==> config.mk <==
export PLATFORM = sky130hd
export DESIGN_NAME = can_motor_command_watchdog_unit
export DESIGN_NICKNAME = d
export VERILOG_FILES = /design/src/sv/cmw_pkg.sv /design/src/sv/cmw_cfg_regs.sv /design/src/sv/can_motor_command_watchdog_unit.sv
export SDC_FILE = /design/constraint.sdc
export NUM_CORES = 1
export LEC_CHECK = 0
export BUFFER_PORTS_ARGS = -buffer_cell sky130_fd_sc_hd__buf_2
export CAP_MARGIN = 10
export CORE_UTILIZATION = 29
export DETAILED_ROUTE_END_ITERATION = 16
export REMOVE_ABC_BUFFERS = 1
export SLEW_MARGIN = 40
export SYNTH_ARGS = -nofsm -noshare
export SYNTH_HDL_FRONTEND = slang
export SYNTH_SLANG_ARGS = --single-unit
==> constraint.sdc <==
create_clock -name clk -period 22.3 [get_ports clk]
set_clock_uncertainty 0.1 [all_clocks]
set_input_delay 3.345 -clock clk [delete_from_list [all_inputs] [get_ports clk]]
set_output_delay 3.345 -clock clk [all_outputs]
set_load 0.05 [all_outputs]
==> src/sv/cmw_pkg.sv <==
// Shared types and constants for the CAN motor command watchdog.
package cmw_pkg;

	localparam int KIND_W      = 2;
	localparam int FRAME_ID_W  = 11;
	localparam int BYTE_W      = 8;
	localparam int DUTY_W      = 16;
	localparam int ACTION_W    = 2;
	localparam int PERIOD_W    = 16;
	localparam int CFG_INDEX_W = 3;
	localparam int CFG_DATA_W  = 16;

	// Item kinds.
	localparam logic [KIND_W-1:0] KIND_TICK    = 2'd0;
	localparam logic [KIND_W-1:0] KIND_FRAME   = 2'd1;
	localparam logic [KIND_W-1:0] KIND_MOTOR_O = 2'd2;
	localparam logic [KIND_W-1:0] KIND_LED_O   = 2'd3;

	// Motor actions.
	localparam logic [ACTION_W-1:0] ACT_NONE = 2'd0;
	localparam logic [ACTION_W-1:0] ACT_SET  = 2'd1;
	localparam logic [ACTION_W-1:0] ACT_FREE = 2'd2;

	// Register indexes.
	localparam logic [CFG_INDEX_W-1:0] REG_DUTY_ID     = 3'd0;
	localparam logic [CFG_INDEX_W-1:0] REG_FREE_ID     = 3'd1;
	localparam logic [CFG_INDEX_W-1:0] REG_MAX_IVL     = 3'd2;
	localparam logic [CFG_INDEX_W-1:0] REG_LED_PRESENT = 3'd3;
	localparam logic [CFG_INDEX_W-1:0] REG_LED_LINKED  = 3'd4;
	localparam logic [CFG_INDEX_W-1:0] REG_LED_LOST    = 3'd5;

	// Register reset values.
	localparam logic [FRAME_ID_W-1:0] RST_DUTY_ID    = 11'd0;
	localparam logic [FRAME_ID_W-1:0] RST_FREE_ID    = 11'd1;
	localparam logic [PERIOD_W-1:0]   RST_MAX_IVL    = 16'd100;
	localparam logic                  RST_LED_PRES   = 1'b0;
	localparam logic [PERIOD_W-1:0]   RST_LED_LINKED = 16'd500;
	localparam logic [PERIOD_W-1:0]   RST_LED_LOST   = 16'd100;

	typedef struct packed {
		logic [FRAME_ID_W-1:0] duty_frame_id;
		logic [FRAME_ID_W-1:0] free_frame_id;
		logic [PERIOD_W-1:0]   link_timeout;
		logic                  led_present;
		logic [PERIOD_W-1:0]   led_period_linked;
		logic [PERIOD_W-1:0]   led_period_lost;
	} cfg_t;

endpackage

==> src/sv/cmw_cfg_regs.sv <==
// Configuration register file of the CAN motor command watchdog.
module cmw_cfg_regs (
	input  logic                                clk,
	input  logic                                arst_n,
	input  logic                                cfg_we,
	input  logic [cmw_pkg::CFG_INDEX_W-1:0]     cfg_index,
	input  logic [cmw_pkg::CFG_DATA_W-1:0]      cfg_data,
	output cmw_pkg::cfg_t                       cfg
);

	cmw_pkg::cfg_t cfg_q;

	always_ff @(posedge clk or negedge arst_n) begin
		if (!arst_n) begin
			cfg_q.duty_frame_id     <= cmw_pkg::RST_DUTY_ID;
			cfg_q.free_frame_id     <= cmw_pkg::RST_FREE_ID;
			cfg_q.link_timeout      <= cmw_pkg::RST_MAX_IVL;
			cfg_q.led_present       <= cmw_pkg::RST_LED_PRES;
			cfg_q.led_period_linked <= cmw_pkg::RST_LED_LINKED;
			cfg_q.led_period_lost   <= cmw_pkg::RST_LED_LOST;
		end else if (cfg_we) begin
			case (cfg_index)
				cmw_pkg::REG_DUTY_ID: begin
					cfg_q.duty_frame_id <= cfg_data[cmw_pkg::FRAME_ID_W-1:0];
				end
				cmw_pkg::REG_FREE_ID: begin
					cfg_q.free_frame_id <= cfg_data[cmw_pkg::FRAME_ID_W-1:0];
				end
				cmw_pkg::REG_MAX_IVL: begin
					cfg_q.link_timeout <= cfg_data[cmw_pkg::PERIOD_W-1:0];
				end
				cmw_pkg::REG_LED_PRESENT: begin
					cfg_q.led_present <= cfg_data[0];
				end
				cmw_pkg::REG_LED_LINKED: begin
					cfg_q.led_period_linked <= cfg_data[cmw_pkg::PERIOD_W-1:0];
				end
				cmw_pkg::REG_LED_LOST: begin
					cfg_q.led_period_lost <= cfg_data[cmw_pkg::PERIOD_W-1:0];
				end
				default: begin
				end
			endcase
		end
	end

	assign cfg = cfg_q;

endmodule

==> src/sv/can_motor_command_watchdog_unit.sv <==
// Top level of the CAN motor command watchdog: item pipeline, state and result register.
//
// Usage: each input item (kind, frame_id, data_low, data_high, override_on) is
// one of a 1 ms tick, a received CAN frame, a motor override command or an LED
// override command, offered on in_valid/in_ready. Every item yields exactly one
// result item (motor_action, duty, led_on, link_lost) on out_valid/out_ready.
// Items enter an input register; as soon as the result register is empty or is
// being taken, a single pass of compares, a sign-magnitude duty decode and the
// time subtractions updates the watchdog state and loads the result register,
// which drives out_valid. One item is taken every cycle as long as the receiver
// takes results. The critical path is set by the TIME_BITS-wide increment,
// modular subtract and compare on the timer registers.
// When the receiver stalls, the result register holds its item and the input
// register fills; in_ready falls only when both are occupied.
// Configuration is a write-only port (cfg_we, cfg_index, cfg_data), taken at
// a clock edge with cfg_we high; indexes beyond the register list are ignored.
// Write it only while no item is in flight.
// Reset clears time, last-receive time, LED deadline, LED level and both
// overrides, loads the register defaults and empties the pipeline.
module can_motor_command_watchdog_unit #(
	parameter int TIME_BITS = 32
) (
	input  logic                                clk,
	input  logic                                arst_n,
	// Configuration port.
	input  logic                                cfg_we,
	input  logic [cmw_pkg::CFG_INDEX_W-1:0]     cfg_index,
	input  logic [cmw_pkg::CFG_DATA_W-1:0]      cfg_data,
	// Input channel.
	input  logic                                in_valid,
	output logic                                in_ready,
	input  logic [cmw_pkg::KIND_W-1:0]          kind,
	input  logic [cmw_pkg::FRAME_ID_W-1:0]      frame_id,
	input  logic [cmw_pkg::BYTE_W-1:0]          data_low,
	input  logic [cmw_pkg::BYTE_W-1:0]          data_high,
	input  logic                                override_on,
	// Result channel.
	output logic                                out_valid,
	input  logic                                out_ready,
	output logic [cmw_pkg::ACTION_W-1:0]        motor_action,
	output logic signed [cmw_pkg::DUTY_W-1:0]   duty,
	output logic                                led_on,
	output logic                                link_lost
);

	cmw_pkg::cfg_t cfg;

	cmw_cfg_regs u_cfg_regs (
		.clk       (clk),
		.arst_n    (arst_n),
		.cfg_we    (cfg_we),
		.cfg_index (cfg_index),
		.cfg_data  (cfg_data),
		.cfg       (cfg)
	);

	// Input register.
	logic                               valid_s1;
	logic [cmw_pkg::KIND_W-1:0]         kind_s1;
	logic [cmw_pkg::FRAME_ID_W-1:0]     frame_id_s1;
	logic [cmw_pkg::BYTE_W-1:0]         data_low_s1;
	logic [cmw_pkg::BYTE_W-1:0]         data_high_s1;
	logic                               override_on_s1;

	// Watchdog state.
	logic [TIME_BITS-1:0] time_now_q;
	logic [TIME_BITS-1:0] last_rx_q;
	logic [TIME_BITS-1:0] led_deadline_q;
	logic                 led_level_q;
	logic                 motor_ovr_q;
	logic                 led_ovr_q;

	// Result register.
	logic                             out_valid_q;
	logic [cmw_pkg::ACTION_W-1:0]     action_q;
	logic [cmw_pkg::DUTY_W-1:0]       duty_q;
	logic                             led_on_q;
	logic                             link_lost_q;

	logic advance;
	logic in_fire;

	assign advance  = valid_s1 && (!out_valid_q || out_ready);
	assign in_ready = !valid_s1 || advance;
	assign in_fire  = in_valid && in_ready;

	// Single-pass item processing.
	logic                          is_tick;
	logic                          is_duty;
	logic                          is_free;
	logic                          refresh;
	logic [TIME_BITS-1:0]          time_eff;
	logic [TIME_BITS-1:0]          silence;
	logic                          lost_cur;
	logic [TIME_BITS-1:0]          dl_diff;
	logic                          dl_passed;
	logic                          led_toggle;
	logic [cmw_pkg::DUTY_W-1:0]    mag;
	logic [cmw_pkg::DUTY_W-1:0]    duty_dec;
	logic [cmw_pkg::PERIOD_W-1:0]  led_period;
	logic [TIME_BITS-1:0]          last_rx_d;
	logic [TIME_BITS-1:0]          led_deadline_d;
	logic                          led_level_d;
	logic                          motor_ovr_d;
	logic                          led_ovr_d;
	logic [cmw_pkg::ACTION_W-1:0]  action_d;
	logic [cmw_pkg::DUTY_W-1:0]    duty_d;
	logic                          lost_d;

	always_comb begin
		is_tick  = (kind_s1 == cmw_pkg::KIND_TICK);
		is_duty  = (kind_s1 == cmw_pkg::KIND_FRAME) && (frame_id_s1 == cfg.duty_frame_id);
		is_free  = (kind_s1 == cmw_pkg::KIND_FRAME) && !is_duty
			&& (frame_id_s1 == cfg.free_frame_id);
		refresh  = is_duty || is_free;

		time_eff = is_tick ? (time_now_q + TIME_BITS'(1)) : time_now_q;
		silence  = time_eff - last_rx_q;
		lost_cur = (silence > TIME_BITS'(cfg.link_timeout));

		// The deadline has passed when the modular distance is nonzero and in the lower half.
		dl_diff    = time_eff - led_deadline_q;
		dl_passed  = (dl_diff != '0) && !dl_diff[TIME_BITS-1];
		led_toggle = is_tick && cfg.led_present && !led_ovr_q && dl_passed;
		led_period = lost_cur ? cfg.led_period_lost : cfg.led_period_linked;

		// Sign and 15-bit magnitude; a negative zero comes out as zero.
		mag      = {1'b0, data_high_s1[6:0], data_low_s1};
		duty_dec = data_high_s1[7] ? (cmw_pkg::DUTY_W'(0) - mag) : mag;

		last_rx_d      = refresh ? time_now_q : last_rx_q;
		led_deadline_d = led_toggle ? (time_eff + TIME_BITS'(led_period)) : led_deadline_q;
		led_level_d    = led_level_q ^ led_toggle;
		motor_ovr_d    = motor_ovr_q;
		led_ovr_d      = led_ovr_q;
		action_d       = cmw_pkg::ACT_NONE;
		duty_d         = '0;

		case (kind_s1)
			cmw_pkg::KIND_TICK: begin
				if (lost_cur && !motor_ovr_q) begin
					action_d = cmw_pkg::ACT_SET;
				end
			end
			cmw_pkg::KIND_FRAME: begin
				if (!motor_ovr_q) begin
					if (is_duty) begin
						action_d = cmw_pkg::ACT_SET;
						duty_d   = duty_dec;
					end else if (is_free) begin
						action_d = cmw_pkg::ACT_FREE;
					end
				end
			end
			cmw_pkg::KIND_MOTOR_O: begin
				if (override_on_s1) begin
					motor_ovr_d = 1'b1;
				end else begin
					motor_ovr_d = 1'b0;
					action_d    = cmw_pkg::ACT_FREE;
				end
			end
			cmw_pkg::KIND_LED_O: begin
				if (override_on_s1) begin
					if (cfg.led_present) begin
						led_ovr_d = 1'b1;
					end
				end else begin
					led_ovr_d = 1'b0;
				end
			end
			default: begin
			end
		endcase

		// A refreshing frame leaves zero silence, which is never over the limit.
		lost_d = refresh ? 1'b0 : lost_cur;
	end

	always_ff @(posedge clk or negedge arst_n) begin
		if (!arst_n) begin
			valid_s1 <= 1'b0;
		end else if (in_fire) begin
			valid_s1 <= 1'b1;
		end else if (advance) begin
			valid_s1 <= 1'b0;
		end
	end

	always_ff @(posedge clk) begin
		if (in_fire) begin
			kind_s1        <= kind;
			frame_id_s1    <= frame_id;
			data_low_s1    <= data_low;
			data_high_s1   <= data_high;
			override_on_s1 <= override_on;
		end
	end

	always_ff @(posedge clk or negedge arst_n) begin
		if (!arst_n) begin
			time_now_q     <= '0;
			last_rx_q      <= '0;
			led_deadline_q <= '0;
			led_level_q    <= 1'b0;
			motor_ovr_q    <= 1'b0;
			led_ovr_q      <= 1'b0;
		end else if (advance) begin
			time_now_q     <= time_eff;
			last_rx_q      <= last_rx_d;
			led_deadline_q <= led_deadline_d;
			led_level_q    <= led_level_d;
			motor_ovr_q    <= motor_ovr_d;
			led_ovr_q      <= led_ovr_d;
		end
	end

	always_ff @(posedge clk or negedge arst_n) begin
		if (!arst_n) begin
			out_valid_q <= 1'b0;
		end else if (advance) begin
			out_valid_q <= 1'b1;
		end else if (out_ready) begin
			out_valid_q <= 1'b0;
		end
	end

	always_ff @(posedge clk) begin
		if (advance) begin
			action_q    <= action_d;
			duty_q      <= duty_d;
			led_on_q    <= led_level_d;
			link_lost_q <= lost_d;
		end
	end

	assign out_valid    = out_valid_q;
	assign motor_action = action_q;
	assign duty         = duty_q;
	assign led_on       = led_on_q;
	assign link_lost    = link_lost_q;

	// A nonzero duty only ever comes with a set-duty action.
	a_duty_only_on_set: assert property (@(posedge clk) disable iff (!arst_n)
		out_valid_q && (duty_q != '0) |-> (action_q == cmw_pkg::ACT_SET))
		else $error("nonzero duty without set-duty action");

	// Releasing the motor override clears it and commands free.
	a_release_frees: assert property (@(posedge clk) disable iff (!arst_n)
		advance && (kind_s1 == cmw_pkg::KIND_MOTOR_O) && !override_on_s1
		|=> !motor_ovr_q && (action_q == cmw_pkg::ACT_FREE))
		else $error("motor override release did not command free");

	// No frame reaches the motor while it is overridden.
	a_override_blocks: assert property (@(posedge clk) disable iff (!arst_n)
		advance && motor_ovr_q && (kind_s1 == cmw_pkg::KIND_FRAME)
		|=> (action_q == cmw_pkg::ACT_NONE))
		else $error("frame command passed during motor override");

	// An item waiting in the input register is neither dropped nor replaced.
	a_s1_holds: assert property (@(posedge clk) disable iff (!arst_n)
		valid_s1 && !advance |=> valid_s1 && $stable(kind_s1) && $stable(frame_id_s1))
		else $error("stalled input stage lost its item");

	// Time only moves on a tick.
	a_time_on_tick: assert property (@(posedge clk) disable iff (!arst_n)
		!(advance && is_tick) |=> $stable(time_now_q))
		else $error("time advanced without a tick");

endmodule

# Word level (Yosys, flattened, before mapping)
# Cells that the tools add are included.
# totals
reg_bits	222
output_inout_bits	22
memories	0
latchBits	0
rom_bits	0
ramBits	0
# op_classes
muxes	16
n_reduce_logical	36
eq_ne	11
shifts	0
magnitude_cmp	1
bitwise_logic	4
addsub	5
div_mod_pow	0
mul	0
# ops
operator	count
$sub A32 B32 Y32	2
$add A32 B1 Y32 const B	1
$add A32 B16 Y32	1
$gt A32 B16 Y1	1
$mux W32	1
$reduce_bool A32 Y1	1
$eq A11 B11 Y1	2
$reduce_and A2 Y1	9
$mux W16	1
$sub A1 B15 Y16 const A	1
$mux W15	1
$logic_and A1 B1 Y1	10
$mux W1	8
$mux W2	4
$eq A3 B2 Y1 const B	2
$eq A3 B3 Y1 const B	2
$logic_not A1 Y1	6
$pmux W2 S3	1
$eq A2 B2 Y1 const B	2
$reduce_bool A2 Y1	2
$reduce_or A4 Y1	1
$eq A3 B1 Y1 const B	1
$logic_not A3 Y1	1
$logic_or A1 B1 Y1	3
7 further kinds	9

# Longest topological paths before layout
# logic_depth
word_depth	9
ltp_mapped	38

# By module
# A second synthesis with hierarchy kept.
# unflattened
cells_unflattened	1548
area_unflattened_um2	14979.4
# modules_own_cells
module	area_each_um2	cells_each	instances	seq_area_each_um2
can_motor_command_watchdog_unit	12260.5	1393	1	4028.9
cmw_cfg_regs	2718.9	155	1	1793.0

# Worst setup path after synthesis
# Ideal clock, no wire load.
# synth_timing
path_type	register to register
startpoint	register kind_s1[0] (netlist bit)
endpoint	register led_deadline_q[28]
path_buffers	4
period_less_slack_ns	7.730
path_stages_with_launch	37
t_arrival_ns	7.505
path_slack_ns	14.570
cell_sequence	edfxtp_1 buf_2 nand4bb_1 clkbuf_1 nor3_1 nand3_1 inv_1 nand3_1 nor2_1 xor2_1 ha_1 clkbuf_1 a21oi_1 o21ai_0 a31o_2 or2_2 xor2_1 ha_1 nand4_1 a2111oi_0 nor4_1 o211ai_1 nor3_1 nor4bb_1 nand4_2 clkbuf_1 mux2_2 ha_1 and4_1 o21ai_0 a21oi_1 a211oi_1 o21a_1 a31o_2 nor4_1 xnor2_1 mux2i_1
# synth_via
elab_chain_len	7
word_cells_on_any_way	14
# synth_lines
element	line	source
from (decl)	can_motor_command_watchdog_unit.sv:59	logic [cmw_pkg::KIND_W-1:0] kind_s1;
from (signal assigned)	can_motor_command_watchdog_unit.sv:192	kind_s1 <= kind;
$logic_not A2 Y1 *	can_motor_command_watchdog_unit.sv:111	is_tick = (kind_s1 == cmw_pkg::KIND_TICK);
$mux W32 *	can_motor_command_watchdog_unit.sv:117	time_eff = is_tick ? (time_now_q + TIME_BITS'(1)) : time_now_q;
via time_eff[14]	can_motor_command_watchdog_unit.sv:92	logic [TIME_BITS-1:0] time_eff;
parallel branches: the longest is 5 deep, another holds $sub A32 B32 Y32	-	
to (signal assigned)	can_motor_command_watchdog_unit.sv:211	led_deadline_q <= led_deadline_d;
to (decl)	can_motor_command_watchdog_unit.sv:68	logic [TIME_BITS-1:0] led_deadline_q;
# Mark *: on every way through the listed nets, which the timed path passes.
# A chain may end at the register's enable or synchronous reset.

# Final worst setup path
# layout_timing
startpoint	register kind_s1[1] (netlist bit)
endpoint	register led_deadline_q[27]
# Same word-level chain as after synthesis.

==> impl_metrics.csv <==
group,metric,value,unit
synth,synthDistinctLibCells,82,
global_route,grt_max_degree,105,
routing,ant_nets,0,
sta,drv_slew,0,
routing,drc,0,
floorplanning,die_height,230.8,um
pwr,leakagePower,7.542,nW
sta,setup_viol,0,
synth,ys_ff_latch,222,
global_route,grt_pass1_wl,65580,um
sta,finalHoldViolCount,0,
clocking,clock-sinks,222,
floorplanning,die_area,53260,sq um
floorplanning,core,51510,sq um
clocking,cts_resized,0,
sta,rsz0062_at_grt,"false",
clocking,cts_buffers,23,
clocking,clk_pin_slew,60,ps
pwr,switchingPower,0.0003322,W
worst_setup_path,endpoint_kind,"flip-flop",
pwr,power_frac_comb,21.4,%
clocking,cts_hold_buf,0,
sta,worst_pin_slew,817.7,ps
pwr,internal-power,0.0007919,W
sta,slew_headroom,45.29,%
place,gp_congestion,0.9110,
worst_setup_path,slowest_stage,"nand4_2",
worst_setup_path,cp-start-kind,"flip-flop",
synth,async_flop_share,77.48,%
worst_setup_path,crit_arrival,9920,ps
floorplanning,ios,76,
place,dp_hpwl,31350,um
floorplanning,initial_utilization,29.47,%
routing,vias,12110,
synth,synth_edf_count,50,
sta,holdWs,390.8,ps
sta,min_period_over_period,43.17,%
routing,drtPass1Iterations,5,
synth,ys.warnings.count,0,
clocking,clkLatencyLatePin,550,ps
run_status,outcome,"complete, no violations",
synth,syn_avg_cell_area,9.364,sq um
pwr,clock_power_share,35.1,%
final_layout,final_cell_area,17090,sq um
final_layout,drive_above_1_share,14.95,%
worst_setup_path,max_stage_delay,650,ps
clocking,htreeDepth,1,
place,placedCellCount,2317,
run,maxCapViolCount,0,
global_route,grt.total_usage,15.24,%
clocking,cts_buffer_depth,3,
routing,drtIter0Drc,1022,
worst_setup_path,required,22590,ps
final_layout,nets,1816,
routing,viasPerCell,5.135,
pwr,vdd_drop_max,0.06577,mV
sta,fmax,103.9,MHz
pwr,swShare,29.55,%
final_layout,mostFrequentLayoutCells,"dfrtp_1, nand2_1, inv_1",
final_layout,num_antenna_cells,0,
synth,syn_area,15180,sq um
clocking,cts_tree,"done",
final_layout,area_growth,12.57,%
pwr,p_per_area,65.78,nW/um^2
pwr,p_seq_share,43.4,%
place,placed_cell_area,16280,sq um
final_layout,final_cells,2359,
floorplanning,die_w,230.8,um
global_route,gr-total-overflow,0,
worst_hold_path,hold_class,"flip-flop to flip-flop",
place,port_buffers,75,
floorplanning,core.rowCount,83,
global_route,grt_pass1_vias,12130,
synth,synth_cells,1621,
worst_setup_path,cp_max_fo,18,
sta,setup_tns,0,ps
worst_setup_path,rrSetupSlack,12670,ps
clocking,post_cts_buffers,0,
sta,period_needed,9626,ps
synth,yosysSeqAreaShare,38.35,%
global_route,antenna_found_initial,5,
routing,wl,40180,um
clocking,ctsRootBufferMaster,"clkbuf_16",
worst_setup_path,crit_type,"flip-flop to flip-flop",
final_layout,final_common_cell,"dfrtp_1",
routing,wl_per_cell,17.03,um
synth,synth_ff_type,"dfrtp_1",
-- worst max-delay path: cells and delay by family, from the launching register on --
| kind | cells | cell delay, ps |
|---|---|---|
| xor+xnor | 3 | 670 |
| flops | 1 | 520 |
| mux | 2 | 610 |
| compound gates | 9 | 2060 |
| simple gates | 15 | 4420 |
| buf+inv | 1 | 100 |
| fa+ha+maj | 3 | 970 |
-- worst paths after layout --
path / startpoint / to / cells past startpoint
max: kind_s1[1] / led_deadline_q[27] / 33
min in group asynchronous: arst_n / u_cfg_regs.cfg[61] / 1
min reg2reg: led_level_q / led_level_q / 1
max in group asynchronous: arst_n / u_cfg_regs.cfg[2] / 3
min: led_level_q / led_level_q / 1
max reg2reg: kind_s1[1] / led_deadline_q[27] / 33
-- per-layer routing --
layer / global-route usage [%] / routed length [um]
met2: 24.40 / 18100
met4: 3.187 / 700
met5: 0 / 55
met1: 21.18 / 18850
met3: 2.927 / 2468
-- state kept, by name, indices dropped and copies added (netlist names), 2 cells and up --
signal          cells
u_cfg_regs.cfg     71
last_rx_q          32
led_deadline_q     32
time_now_q         32
duty               16
frame_id_s1        11
data_high_s1        8
data_low_s1         8
kind_s1             2
motor_action        2
-- stage by stage --
stage          utilization (%)  setup WS (ps)  total power, W
2_1_floorplan                -          14420       0.0006578
3_3_place_gp             31.49          12780       0.0007285
3_5_place_dp             31.61          12800       0.0007347
4_1_cts                  33.11          12740        0.001135
5_1_grt                  33.17          11660        0.001181
6_report                 33.17          12670        0.001124
-- cell usage after synthesis (50+ instances only) --
library cell / n / share of area, %
a21oi_1: 88 / 2.9
clkbuf_1: 63 / 1.6
dfrtp_1: 159 / 26
edfxtp_1: 50 / 9.9
ha_1: 96 / 7.9
inv_1: 114 / 2.8
mux2_2: 78 / 5.8
nand2_1: 151 / 3.7
nor2_1: 102 / 2.5
o21ai_0: 107 / 3.5
xnor2_1: 98 / 5.7
xor2_1: 61 / 3.5
-- logic make-up after synthesis --
| group | count (synthesis) | share of synthesized area [%] |
|---|---|---|
| AOI/OAI and AO/OA | 363 | 15.59 |
| DFF | 222 | 38.35 |
| adders and majority gates | 99 | 8.309 |
| buffers and inverters | 185 | 4.805 |
| and+or+nand+nor | 481 | 15.74 |
| muxes | 112 | 8.037 |
| xor gates and xnor gates | 159 | 9.174 |
-- cell type report --
type | count | area [sq um]
Timing Repair Buffer | 88 | 519.2
Tap cell | 680 | 850.8
Sequential cell | 222 | 5822
Inverter | 114 | 427.9
Fill cell | 5396 | 34420
Clock inverter | 10 | 97.59
Multi-Input combinational cell | 1214 | 8693
Clock buffer | 31 | 676.9
-- power groups by stage --
stage / clock network [W] / logic, W / registers, W
after CTS: 0.000405 / 0.000242 / 0.000488
after detailed placement: 0 / 0.000240 / 0.000495
after global routing: 0.000423 / 0.000265 / 0.000493
final: 0.000395 / 0.000241 / 0.000488
after floorplan: 0 / 0.000162 / 0.000496
after global placement: 0 / 0.000235 / 0.000493
(Power assumes the default switching activity.)
